`config.mk`:
```
export PLATFORM = sky130hd
export DESIGN_NAME = top_k_score_tracker_unit
export DESIGN_NICKNAME = d
export VERILOG_FILES = /design/src/sv/tkst_pkg.sv /design/src/sv/top_k_score_tracker_unit.sv /design/src/sv/tkst_ctrl.sv /design/src/sv/tkst_datapath.sv
export SDC_FILE = /design/constraint.sdc
export NUM_CORES = 1
export LEC_CHECK = 0
export ABC_AREA = 1
export BUFFER_PORTS_ARGS = -buffer_cell sky130_fd_sc_hd__buf_2
export CORE_UTILIZATION = 30
export CTS_CLUSTER_SIZE = 10
export DETAILED_ROUTE_END_ITERATION = 8
export HOLD_SLACK_MARGIN = 0.03
export PLACE_DENSITY = 0.54
export SYNTH_ARGS = -nofsm -noshare
export SYNTH_HDL_FRONTEND = slang
export SYNTH_SLANG_ARGS = --single-unit
```
`constraint.sdc`:
```
create_clock -name clk_i -period 2.5 [get_ports clk_i]
set_input_delay 0.125 -clock clk_i [delete_from_list [all_inputs] [get_ports clk_i]]
set_output_delay 0.125 -clock clk_i [all_outputs]
set_load 0.05 [all_outputs]
```
`src/sv/tkst_pkg.sv`:
```
// Package for the top-k score tracker: table size, derived widths,
// item payload structs and the command/status structs between controller and datapath.
// Depends on nothing; every other file of the block imports it.
package tkst_pkg;

  // table geometry
  localparam int unsigned TABLE_SLOTS = 10;
  localparam int unsigned SLOT_W      = (TABLE_SLOTS > 1) ? $clog2(TABLE_SLOTS) : 1;
  localparam int unsigned CNT_W       = $clog2(TABLE_SLOTS + 1);

  // fixed field widths
  localparam int unsigned VAR_W   = 10;
  localparam int unsigned SCORE_W = 16;
  localparam int unsigned NIB_W   = 4;

  typedef enum logic {
    MODE_INSERT = 1'b0,
    MODE_CLEAR  = 1'b1
  } mode_e;

  // input item
  typedef struct packed {
    mode_e              mode;
    logic [VAR_W-1:0]   var_index;
    logic               descending;
    logic [SCORE_W-1:0] score;
  } in_item_t;

  // result item
  typedef struct packed {
    logic               accepted;
    logic [NIB_W-1:0]   slot_written;
    logic [NIB_W-1:0]   held_count;
    logic [VAR_W-1:0]   best_var;
    logic               best_descending;
    logic [SCORE_W-1:0] best_score;
  } out_item_t;

  // one table entry
  typedef struct packed {
    logic [VAR_W-1:0]   var_index;
    logic               descending;
    logic [SCORE_W-1:0] score;
  } slot_t;

  // controller to datapath
  typedef struct packed {
    logic load;
    logic clear;
    logic fill_write;
    logic scan_start;
    logic replace;
    logic emit;
  } ctrl_cmd_t;

  // datapath to controller
  typedef struct packed {
    logic is_clear;
    logic is_full;
    logic scan_done;
  } dp_status_t;

endpackage

```
`src/sv/top_k_score_tracker_unit.sv`:
```
// Top level of the top-k score tracker: joins controller and datapath.
// Depends on tkst_pkg, tkst_ctrl and tkst_datapath.
//
// Keeps the TABLE_SLOTS best candidates (10 slots) and returns one result item for every
// input item. One item is worked on at a time. A clear, or an insert while the table is
// not full, goes from decide straight to done. An insert into a full table first scans
// the slot memory for the lowest entry, one read per cycle through its registered read
// port, then replaces it if the new score is higher. The best entry is kept in registers
// and updated when a write takes the lead, so it costs no scan. A finished result waits in
// an output register while the next item is accepted and worked on.
module top_k_score_tracker_unit
  import tkst_pkg::*;
(
  input  logic      clk_i,
  input  logic      rst_ni,
  input  logic      in_valid_i,
  output logic      in_stall_o,
  input  in_item_t  in_item_i,
  output logic      out_valid_o,
  input  logic      out_stall_i,
  output out_item_t out_item_o
);

  ctrl_cmd_t  cmd;
  dp_status_t status;

  // sequencer
  tkst_ctrl u_ctrl (
    .clk_i       (clk_i),
    .rst_ni      (rst_ni),
    .in_valid_i  (in_valid_i),
    .in_stall_o  (in_stall_o),
    .out_valid_o (out_valid_o),
    .out_stall_i (out_stall_i),
    .status_i    (status),
    .cmd_o       (cmd)
  );

  // table and result datapath
  tkst_datapath u_datapath (
    .clk_i      (clk_i),
    .rst_ni     (rst_ni),
    .in_item_i  (in_item_i),
    .cmd_i      (cmd),
    .status_o   (status),
    .out_item_o (out_item_o)
  );

endmodule

```
`src/sv/tkst_ctrl.sv`:
```
// Controller of the top-k score tracker: sequences load, clear, fill or minimum scan,
// replacement and result hand-off, and owns the input stall and output valid.
// Depends on tkst_pkg.
module tkst_ctrl
  import tkst_pkg::*;
(
  input  logic       clk_i,
  input  logic       rst_ni,
  input  logic       in_valid_i,
  output logic       in_stall_o,
  output logic       out_valid_o,
  input  logic       out_stall_i,
  input  dp_status_t status_i,
  output ctrl_cmd_t  cmd_o
);

  typedef enum logic [2:0] {
    ST_IDLE,
    ST_DECIDE,
    ST_SCAN,
    ST_UPDATE,
    ST_DONE
  } state_e;

  state_e state_q, state_d;
  logic   out_valid_q, out_valid_d;
  logic   out_free;

  // result register can take a new item
  assign out_free = !out_valid_q || !out_stall_i;

  // next state and commands
  always_comb begin
    state_d = state_q;
    cmd_o   = '0;
    unique case (state_q)
      ST_IDLE: begin
        if (in_valid_i) begin
          cmd_o.load = 1'b1;
          state_d    = ST_DECIDE;
        end
      end
      ST_DECIDE: begin
        if (status_i.is_clear) begin
          cmd_o.clear = 1'b1;
          state_d     = ST_DONE;
        end else if (!status_i.is_full) begin
          cmd_o.fill_write = 1'b1;
          state_d          = ST_DONE;
        end else begin
          cmd_o.scan_start = 1'b1;
          state_d          = ST_SCAN;
        end
      end
      ST_SCAN: begin
        if (status_i.scan_done) begin
          state_d = ST_UPDATE;
        end
      end
      ST_UPDATE: begin
        cmd_o.replace = 1'b1;
        state_d       = ST_DONE;
      end
      ST_DONE: begin
        if (out_free) begin
          cmd_o.emit = 1'b1;
          state_d    = ST_IDLE;
        end
      end
      default: begin
        state_d = ST_IDLE;
      end
    endcase
  end

  // output valid follows the result register
  always_comb begin
    if (cmd_o.emit) begin
      out_valid_d = 1'b1;
    end else if (!out_stall_i) begin
      out_valid_d = 1'b0;
    end else begin
      out_valid_d = out_valid_q;
    end
  end

  // state and registered outputs
  always_ff @(posedge clk_i or negedge rst_ni) begin
    if (!rst_ni) begin
      state_q     <= ST_IDLE;
      out_valid_q <= 1'b0;
    end else begin
      state_q     <= state_d;
      out_valid_q <= out_valid_d;
    end
  end

  assign in_stall_o  = (state_q != ST_IDLE);
  assign out_valid_o = out_valid_q;

endmodule

```
`src/sv/tkst_datapath.sv`:
```
// Datapath of the top-k score tracker: slot memory, fill count, minimum scan,
// running best entry and the result register.
// Depends on tkst_pkg; driven by commands from tkst_ctrl.
module tkst_datapath
  import tkst_pkg::*;
(
  input  logic       clk_i,
  input  logic       rst_ni,
  input  in_item_t   in_item_i,
  input  ctrl_cmd_t  cmd_i,
  output dp_status_t status_o,
  output out_item_t  out_item_o
);

  localparam logic [SLOT_W-1:0] LAST_SLOT = SLOT_W'(TABLE_SLOTS - 1);
  localparam logic [CNT_W-1:0]  FULL_CNT  = CNT_W'(TABLE_SLOTS);

  slot_t              mem [TABLE_SLOTS];
  slot_t              rd_data_q;
  logic               wr_en;
  logic [SLOT_W-1:0]  wr_addr;
  slot_t              wr_data;

  in_item_t           item_q;
  logic [CNT_W-1:0]   fill_q;

  logic               scan_active_q;
  logic [SLOT_W-1:0]  scan_addr_q;
  logic               rd_vld_q;
  logic [SLOT_W-1:0]  rd_idx_q;
  logic [SCORE_W-1:0] min_score_q;
  logic [SLOT_W-1:0]  min_slot_q;

  slot_t              best_q;
  logic [SLOT_W-1:0]  best_slot_q;
  logic               acc_q;
  logic [SLOT_W-1:0]  slot_out_q;
  out_item_t          out_q;

  logic               win;
  logic               fill_takes_best;
  logic               repl_takes_best;

  // candidate as a table entry
  assign wr_data = '{var_index: item_q.var_index, descending: item_q.descending,
                     score: item_q.score};

  // replacement beats the minimum only when strictly greater
  assign win = (item_q.score > min_score_q);

  // new entry sits above all others, so ties keep the old best
  assign fill_takes_best = (fill_q == '0) || (item_q.score > best_q.score);

  // replacing the best itself means every entry was equal, so the new one leads
  assign repl_takes_best = (min_slot_q == best_slot_q) || (item_q.score > best_q.score) ||
                           ((item_q.score == best_q.score) && (min_slot_q < best_slot_q));

  // memory write port
  always_comb begin
    wr_en   = 1'b0;
    wr_addr = min_slot_q;
    if (cmd_i.fill_write) begin
      wr_en   = 1'b1;
      wr_addr = fill_q[SLOT_W-1:0];
    end else if (cmd_i.replace && win) begin
      wr_en   = 1'b1;
      wr_addr = min_slot_q;
    end
  end

  // slot memory, registered read
  always_ff @(posedge clk_i) begin
    if (wr_en) begin
      mem[wr_addr] <= wr_data;
    end
    rd_data_q <= mem[scan_addr_q];
  end

  // scan sequencer, one read a cycle
  always_ff @(posedge clk_i or negedge rst_ni) begin
    if (!rst_ni) begin
      scan_active_q <= 1'b0;
      scan_addr_q   <= '0;
      rd_vld_q      <= 1'b0;
      rd_idx_q      <= '0;
    end else begin
      rd_vld_q <= scan_active_q;
      rd_idx_q <= scan_addr_q;
      if (cmd_i.scan_start) begin
        scan_active_q <= 1'b1;
        scan_addr_q   <= '0;
      end else if (scan_active_q) begin
        if (scan_addr_q == LAST_SLOT) begin
          scan_active_q <= 1'b0;
        end else begin
          scan_addr_q <= scan_addr_q + 1'b1;
        end
      end
    end
  end

  // running minimum, lowest slot wins ties
  always_ff @(posedge clk_i) begin
    if (rd_vld_q && ((rd_idx_q == '0) || (rd_data_q.score < min_score_q))) begin
      min_score_q <= rd_data_q.score;
      min_slot_q  <= rd_idx_q;
    end
  end

  // fill count
  always_ff @(posedge clk_i or negedge rst_ni) begin
    if (!rst_ni) begin
      fill_q <= '0;
    end else if (cmd_i.clear) begin
      fill_q <= '0;
    end else if (cmd_i.fill_write) begin
      fill_q <= fill_q + 1'b1;
    end
  end

  // item capture, best entry, per-item result
  always_ff @(posedge clk_i) begin
    if (cmd_i.load) begin
      item_q <= in_item_i;
    end
    if (cmd_i.clear) begin
      acc_q      <= 1'b0;
      slot_out_q <= '0;
    end
    if (cmd_i.fill_write) begin
      acc_q      <= 1'b1;
      slot_out_q <= fill_q[SLOT_W-1:0];
      if (fill_takes_best) begin
        best_q      <= wr_data;
        best_slot_q <= fill_q[SLOT_W-1:0];
      end
    end
    if (cmd_i.replace) begin
      acc_q      <= win;
      slot_out_q <= win ? min_slot_q : '0;
      if (win && repl_takes_best) begin
        best_q      <= wr_data;
        best_slot_q <= min_slot_q;
      end
    end
    if (cmd_i.emit) begin
      out_q.accepted        <= acc_q;
      out_q.slot_written    <= NIB_W'(slot_out_q);
      out_q.held_count      <= NIB_W'(fill_q);
      out_q.best_var        <= (fill_q != '0) ? best_q.var_index : '0;
      out_q.best_descending <= (fill_q != '0) ? best_q.descending : 1'b0;
      out_q.best_score      <= (fill_q != '0) ? best_q.score : '0;
    end
  end

  // status to the controller
  assign status_o.is_clear  = (item_q.mode == MODE_CLEAR);
  assign status_o.is_full   = (fill_q == FULL_CNT);
  assign status_o.scan_done = rd_vld_q && (rd_idx_q == LAST_SLOT);

  assign out_item_o = out_q;

  // checks
  a_fill_bound : assert property (@(posedge clk_i) disable iff (!rst_ni)
    fill_q <= FULL_CNT)
    else $error("fill count above table size");

  a_wr_addr : assert property (@(posedge clk_i) disable iff (!rst_ni)
    wr_en |-> (wr_addr <= LAST_SLOT))
    else $error("write beyond last slot");

  a_repl_after_scan : assert property (@(posedge clk_i) disable iff (!rst_ni)
    cmd_i.replace |-> (!scan_active_q && !rd_vld_q))
    else $error("replace while minimum scan still running");

  a_wr_fill : assert property (@(posedge clk_i) disable iff (!rst_ni)
    wr_en |=> (fill_q != '0))
    else $error("table empty right after a write");

endmodule
```
==> impl_metrics.env, run 1 <==
export IMPL_outcome="finished, final reports clean"
export IMPL_yosysWarnings=0
export IMPL_post_dp_hpwl_mm=19.90
export IMPL_holdWs_ns=0.1047
export IMPL_core_mm2=0.04120
export IMPL_slew_headroom=0.4683
export IMPL_firstDrtPassIters=5
export IMPL_critPathMaxStageDelay_ns=0.49
export IMPL_r2r_end="u_datapath.mem[6][4]$_DFFE_PP_"
export IMPL_min_path_type="in2async"
export IMPL_clock_fmax_mhz=416.4
export IMPL_syn_area_mm2=0.01266
export IMPL_drc=0
export IMPL_maxSlewViolCount=0
export IMPL_ys_ff_latch=314
export IMPL_cts_tree="done"
export IMPL_clk_pin_slew_ns=0.06
export IMPL_grt_pass1_wl_mm=47.22
export IMPL_clk_latency_ns=0.51
export IMPL_fin_skew_ns=0.01312
export IMPL_postLayoutCoreUtil=0.3797
export IMPL_post_route_min_period_ns=2.401
export IMPL_root_buffer="clkbuf_16"
export IMPL_drtIter0Drc=545
export IMPL_power_mw=16.85
export IMPL_vias=8332
export IMPL_rows=74
export IMPL_maxCapViolCount=0
export IMPL_required_ns=2.72
export IMPL_nets=1294
export IMPL_cp_start_kind="flop"
export IMPL_grt_pass1_vias=8340
export IMPL_clock_path_buffers=3
export IMPL_routed_wl_mm=30.50
export IMPL_irDropWorstVdd_mv=0.6645
export IMPL_path_max_fanout=16
export IMPL_finalSetupViolations=0
export IMPL_antenna_cells=0
export IMPL_end_kind="flop"
export IMPL_critPathArrivalTime_ns=2.62
export IMPL_drive_above_1_share=0.1700
export IMPL_io_pins=70
export IMPL_portBuffers=69
export IMPL_drtAntennaViolNets=0
export IMPL_synthCells=1037
export IMPL_cts_htree_levels=2
export IMPL_die_w_um=207.4
export IMPL_gp_congestion=0.8056
export IMPL_crit_chain="inv_1 -> ha_1 -> nand3_1 -> nand2_2 -> nor2_4 -> o21ai_0 -> buf_4 -> nand2_1 -> nor2_2 -> buf_12"
export IMPL_fin_cells=1767
export IMPL_hold_violations=0
export IMPL_numCtsBuffers=37
export IMPL_cts_setup_buffers=0
export IMPL_final_common_cell="edfxtp_1"
export IMPL_grt_util_all_layers=0.1410
export IMPL_die_area_mm2=0.04301
export IMPL_reg2reg_from="u_datapath.fill_q[0]$_DFFE_PN0P_"
export IMPL_synth_area_per_cell_um2=12.20
export IMPL_viasPerCell=4.715
export IMPL_worst_pin_slew_ns=0.7926
export IMPL_ff2ff_setup_slack_ns=0.1
export IMPL_wl_per_cell_um=17.26
export IMPL_critPathSlowestCell="o21ai_0"
export IMPL_initial_core_util=0.3072
export IMPL_synth_nets=1125
export IMPL_post_place_cells=1668
export IMPL_power_density_mw_per_mm2=1077
export IMPL_timing_final_crit_share=0.9606
export IMPL_grt_overflow=0
export IMPL_cts_sinks=314
export IMPL_die_y_um=207.4
export IMPL_final_cell_mix="edfxtp_1 (249), nand2_1 (132), nor2_1 (122)"
export IMPL_rsz0062_at_grt="yes"
export IMPL_grt_start_max_net_pins=49
export IMPL_seq_area_frac_synth=0.7007
export IMPL_fillers=3897
export IMPL_reg2reg_depth=10
export IMPL_area_growth_pct=23.62
export IMPL_dp_slack_ns=0.01867
export IMPL_synth_cell_types=37
export IMPL_path_class="reg2reg"
export IMPL_fin_ws_ns=0.09853
export IMPL_p_leak_nw=6.030
export IMPL_antenna_found_initial=0
-- worst max-delay path: cells and delay by family, from the launching register on --
kind,cells,cell delay [ns]
buffers and inverters,3,0.47
adder cells (fa/ha/maj),1,0.16
flip-flops,1,0.37
AND/OR/NAND/NOR,5,0.60
AO/OA/AOI/OAI,1,0.49
-- sequential cells by signal, indices dropped and copies added (netlist names) --
name and count:
u_datapath.best_slot_q 4, u_datapath.rd_data_q 16, u_datapath.rd_vld_q 1, u_ctrl.out_valid_o 1, u_datapath.item_q 27, u_datapath.best_q 27
u_datapath.slot_out_q 4, u_datapath.acc_q 1, u_datapath.min_slot_q 4, u_datapath.rd_idx_q 4, u_datapath.scan_addr_q 4, u_datapath.min_score_q 16
u_datapath.fill_q 4, u_datapath.status_o 1, u_datapath.mem 160, u_datapath.out_item_o 36, u_ctrl.state_q 3, u_datapath.scan_active_q 1
-- final cells by class --
class                   instances  area (um2)  share of cell area
inverters                      88       330.3             0.02111
clock buffers                  66        1087             0.06950
repair buffers                171        1326             0.08477
multi-input cells             594        3353              0.2143
flip-flops and latches        314        8870              0.5669
clock inverters                 2       12.51           0.0007997
well taps                     532       665.6             0.04255
-- metrics by stage --
stage	cell area (um2)	setup TNS [ns]
final	15650	0
after global routing	15650	-1.100
after CTS	15540	0
after detailed placement	14130	0
after global placement	14130	0
after floorplan	12660	-21.40
-- layer usage --
layer / up-vias / GRT usage / wire (um)
li1: 4021 / - / -
met1: 4048 / 0.1917 / 14050
met2: 209 / 0.2316 / 14290
met3: 54 / 0.01967 / 1341
met4: 0 / 0.04606 / 810
met5: - / 0 / 0
-- worst max path at each step --
stage | from | to | cells after the start
after floorplan | u_datapath.item_q[11]$_DFFE_PP_ | u_datapath.mem[1][0]$_DFFE_PP_ | 11
after global placement | u_datapath.item_q[15]$_DFFE_PP_ | u_datapath.mem[1][15]$_DFFE_PP_ | 11
after detailed placement | u_datapath.item_q[15]$_DFFE_PP_ | u_datapath.mem[2][2]$_DFFE_PP_ | 11
after CTS | u_datapath.item_q[15]$_DFFE_PP_ | u_datapath.mem[2][6]$_DFFE_PP_ | 11
after global routing | u_datapath.item_q[3]$_DFFE_PP_ | u_datapath.mem[2][15]$_DFFE_PP_ | 13
final | u_datapath.fill_q[0]$_DFFE_PN0P_ | u_datapath.mem[6][4]$_DFFE_PP_ | 10
-- repair_timing --
item,CTS,global route
gates resized for setup,0,28
hold buffers,31,0
hold endpoints to repair,48,0
endpoints found under the setup margin,0,147
-- kinds of logic (layout without fill, tap and decap cells) --
kind of cell / after synthesis / count (layout) / share of synthesized area
XOR/XNOR: 2 / 2 / 0.001384
AO/OA/AOI/OAI: 197 / 197 / 0.09076
buffers and inverters: 129 / 327 / 0.04034
flip-flops: 314 / 314 / 0.7007
adder cells (fa/ha/maj): 56 / 56 / 0.05536
AND/OR/NAND/NOR: 339 / 339 / 0.1114
-- synth_stat cells, drive strengths merged --
cell	n	share of area
edfxtp	249	0.59
nand2	137	0.041
nor2	136	0.041
o21ai	112	0.045
inv	85	0.025
ha	56	0.055
nand3	50	0.020
dfxtp	47	0.074
clkbuf	29	0.0086
a21oi	27	0.012
o221ai	19	0.013
dfrtp	18	0.036
o211ai	16	0.0095
o22ai	14	0.0069
buf	12	0.0056
nand4	8	0.0040
nor3	4	0.0025
o21a	4	0.0024
a31oi	3	0.0015
clkinv	3	0.00089
xor2	2	0.0014
a211oi	1	0.00059
a21o	1	0.00059
nand3b	1	0.00089
nor3b	1	0.00099
nor4	1	0.00049
or2	1	0.00069
-- power by group --
part	internal [mW]	switching, mW
Combinational	1.50	3.33
Clock	2.93	1.96
Sequential	6.74	0.391
Total	11.2	5.69
Power figures use the tool's default switching activity.
==> run 2, diff against run 1 <==
--- a/config.mk
+++ b/config.mk
@@ -11,7 +11,7 @@
 export CTS_CLUSTER_SIZE = 10
 export DETAILED_ROUTE_END_ITERATION = 8
 export HOLD_SLACK_MARGIN = 0.03
-export PLACE_DENSITY = 0.54
+export PLACE_DENSITY = 0.52
 export SYNTH_ARGS = -nofsm -noshare
 export SYNTH_HDL_FRONTEND = slang
 export SYNTH_SLANG_ARGS = --single-unit
==> constraint.sdc (replaced) <==
create_clock -name clk_i -period 2.6 [get_ports clk_i]
set_input_delay 0.13 -clock clk_i [delete_from_list [all_inputs] [get_ports clk_i]]
set_output_delay 0.13 -clock clk_i [all_outputs]
set_load 0.05 [all_outputs]
==> run 2 against run 1 <==
  * Die area stayed put
  * Sequential power is 3.5% lower
  * Register-to-register slack better by 0.06 ns
  * Flip-flop and latch count stayed put
  * Power is 4.5% lower
  * Routed wire length is 0.31% higher
  * Design area is 0.72% lower
  * Global-route usage is 0.27 points higher
  * Sequential share of layout area is 0.41 points higher
  * Fmax is 1.4% lower
  * Count of clock-buffer cells in the layout is 1 lower
  * Combinational power is 4.1% lower
  * Critical path type unchanged
  * Highest routed layer unchanged
==> impl_metrics.env, run 2 (synthesized netlist as in run 1, its figures left out) <==
export IMPL_outcome="finished, final reports clean"
export IMPL_worst_pin_slew_ns=0.8144
export IMPL_grt_pass1_wl_mm=47.97
export IMPL_timing_final_crit_share=0.9372
export IMPL_critPathArrivalTime_ns=2.83
export IMPL_post_route_min_period_ns=2.437
export IMPL_io_pins=70
export IMPL_firstDrtPassIters=5
export IMPL_drtAntennaViolNets=0
export IMPL_critPathSlowestCell="edfxtp_1"
export IMPL_nets=1289
export IMPL_fin_cells=1759
export IMPL_clockPowerShare=0.284
export IMPL_clock_fmax_mhz=410.4
export IMPL_routed_wl_mm=30.59
export IMPL_seqCellArea_mm2=0.008870
export IMPL_vias=8251
export IMPL_clock_path_buffers=3
export IMPL_rsz0062_at_grt="no"
export IMPL_crit_family="simple AND/OR/NAND/NOR gates"
export IMPL_grt_util_all_layers=0.1437
export IMPL_gp_congestion=0.8219
export IMPL_grt_start_max_net_pins=84
export IMPL_power_mw=16.09
export IMPL_cts_sinks=314
export IMPL_fin_skew_ns=0.01281
export IMPL_power_density_mw_per_mm2=1036
export IMPL_switching_share=0.3414
export IMPL_pwr_share_seq=0.428
export IMPL_path_buf_inv=3
export IMPL_path_max_fanout=11
export IMPL_hold_violations=0
export IMPL_grt_overflow=0
export IMPL_rows=74
export IMPL_post_dp_hpwl_mm=20.36
export IMPL_core_mm2=0.04120
export IMPL_required_ns=3.00
export IMPL_portBuffers=69
export IMPL_die_area_mm2=0.04301
export IMPL_maxSlewViolCount=0
export IMPL_power_switching_mw=5.492
export IMPL_slew_headroom=0.4537
export IMPL_antenna_cells=0
export IMPL_clk_pin_slew_ns=0.06
export IMPL_final_cell_mix="edfxtp_1 (249), nand2_1 (133), nor2_1 (123)"
export IMPL_antenna_found_initial=0
export IMPL_maxCapViolCount=0
export IMPL_path_class="reg2reg"
export IMPL_die_y_um=207.4
export IMPL_fillers=3911
export IMPL_post_place_cells=1662
export IMPL_area_growth_pct=22.73
export IMPL_p_int_mw=10.60
export IMPL_p_leak_nw=5.975
export IMPL_drc=0
export IMPL_wl_per_cell_um=17.39
export IMPL_die_w_um=207.4
export IMPL_crit_chain="ha_1 -> a21oi_1 -> o21ai_1 -> nor2_1 -> nand2_1 -> nand2_1 -> buf_4 -> inv_1 -> nand2_1 -> nand2_2 -> buf_4 -> nand2_1 -> nand2_1"
export IMPL_finalSetupViolations=0
export IMPL_root_buffer="clkbuf_16"
export IMPL_end_kind="flop"
export IMPL_cp_start_kind="flop"
export IMPL_clk_latency_ns=0.51
export IMPL_drtIter0Drc=575
export IMPL_viasPerCell=4.691
export IMPL_irDropWorstVdd_mv=0.6693
export IMPL_largest_register_ffs=160
export IMPL_path_common_cell="nand2_1"
export IMPL_min_path_type="in2async"
export IMPL_drive_above_1_share=0.1630
export IMPL_final_common_cell="edfxtp_1"
export IMPL_cts_tree="done"
export IMPL_critPathMaxStageDelay_ns=0.44
export IMPL_top_register="u_datapath.mem"
export IMPL_multi_input_area_mm2=0.003338
export IMPL_numCtsBuffers=37
export IMPL_grt_pass1_vias=8211
export IMPL_combinationalPowerShare=0.288
export IMPL_cts_htree_levels=2
export IMPL_initial_core_util=0.3072
[run 2: cell types whose count changed in the layout (fill, tap and decap cells not counted), sizes merged]
| cell | before | now |
|---|---|---|
| buf | 140 | 135 |
| clkinv | 4 | 3 |
| clkbuf | 66 | 65 |
| inv | 86 | 85 |
[run 2: worst paths after layout]
kind,from,slack [ns],to,depth (start not counted)
max in group asynchronous,rst_ni,2.17,u_datapath.scan_addr_q[0]$_DFFE_PN0P_,2
worst min register to register,u_datapath.scan_active_q$_DFF_PN0_,0.39,u_datapath.rd_vld_q$_DFF_PN0_,0
worst min-delay path,rst_ni,0.11,u_datapath.fill_q[2]$_DFFE_PN0P_,2
worst max register to register,u_datapath.item_q[15]$_DFFE_PP_,0.16,u_datapath.best_q[18]$_DFF_P_,13
min in group clk_i,in_item_i[26],0.33,u_datapath.item_q[26]$_DFFE_PP_,2
worst max-delay path,u_datapath.item_q[15]$_DFFE_PP_,0.16,u_datapath.best_q[18]$_DFF_P_,13
[run 2: what timing repair did]
| action | CTS | global route |
|---|---|---|
| hold buffers | 31 | 0 |
| endpoints found under the hold margin | 48 | 0 |
| cloned | 0 | 0 |
| setup buffers | 0 | 1 |
| resized for setup | 2 | 16 |
| endpoints found under the setup margin | 128 | 128 |
[run 2: per-stage QoR]
step | setup TNS [ns] | util | hold WS (ns) | instance area, um2 | worst slack, ns
5_1_grt | 0 | 0.3770 | 0.1379 | 15530 | 0.008422
2_1_floorplan | -6.998 | - | -0.1656 | 12660 | -0.05818
4_1_cts | 0 | 0.3754 | 0.09905 | 15470 | 0.1001
6_report | 0 | 0.3770 | 0.1083 | 15530 | 0.1633
3_5_place_dp | -6.879 | 0.3425 | 0.09936 | 14110 | -0.09762
3_3_place_gp | -3.943 | 0.3425 | 0.1061 | 14110 | -0.07342
[run 2: power groups by stage]
stage	clock network [mW]	logic, mW	registers (mW)
3_5_place_dp	0	4.63	6.98
6_report	4.56	4.63	6.89
5_1_grt	4.87	5.20	6.97
3_3_place_gp	0	4.59	6.98
4_1_cts	4.67	4.69	6.90
2_1_floorplan	0	2.42	7.50
[run 2: final cells by class]
cell class	instances	area share
inverters	88	0.02127
flip-flops and latches	314	0.5710
multi-input cells	594	0.2149
clock buffers	65	0.06702
repair buffers	166	0.08289
well taps	532	0.04285
[run 2: worst reg2reg max path, stage by stage, from the launching register on]
cell and delay [ns]:
edfxtp_1 0.44, ha_1 0.35, a21oi_1 0.14, o21ai_1 0.12, nor2_1 0.28, nand2_1 0.10, nand2_1 0.13, buf_4 0.14
inv_1 0.07, nand2_1 0.16, nand2_2 0.10, buf_4 0.19, nand2_1 0.07, nand2_1 0.05
[run 2: layer usage]
| metal | vias to the layer above | track usage | wire length (um) |
|---|---|---|---|
| li1 | 4002 | - | - |
| met1 | 4014 | 0.2004 | 14430 |
| met2 | 193 | 0.2291 | 13950 |
| met3 | 42 | 0.02118 | 1400 |
| met4 | 0 | 0.04735 | 810 |
| met5 | - | 0 | 0 |
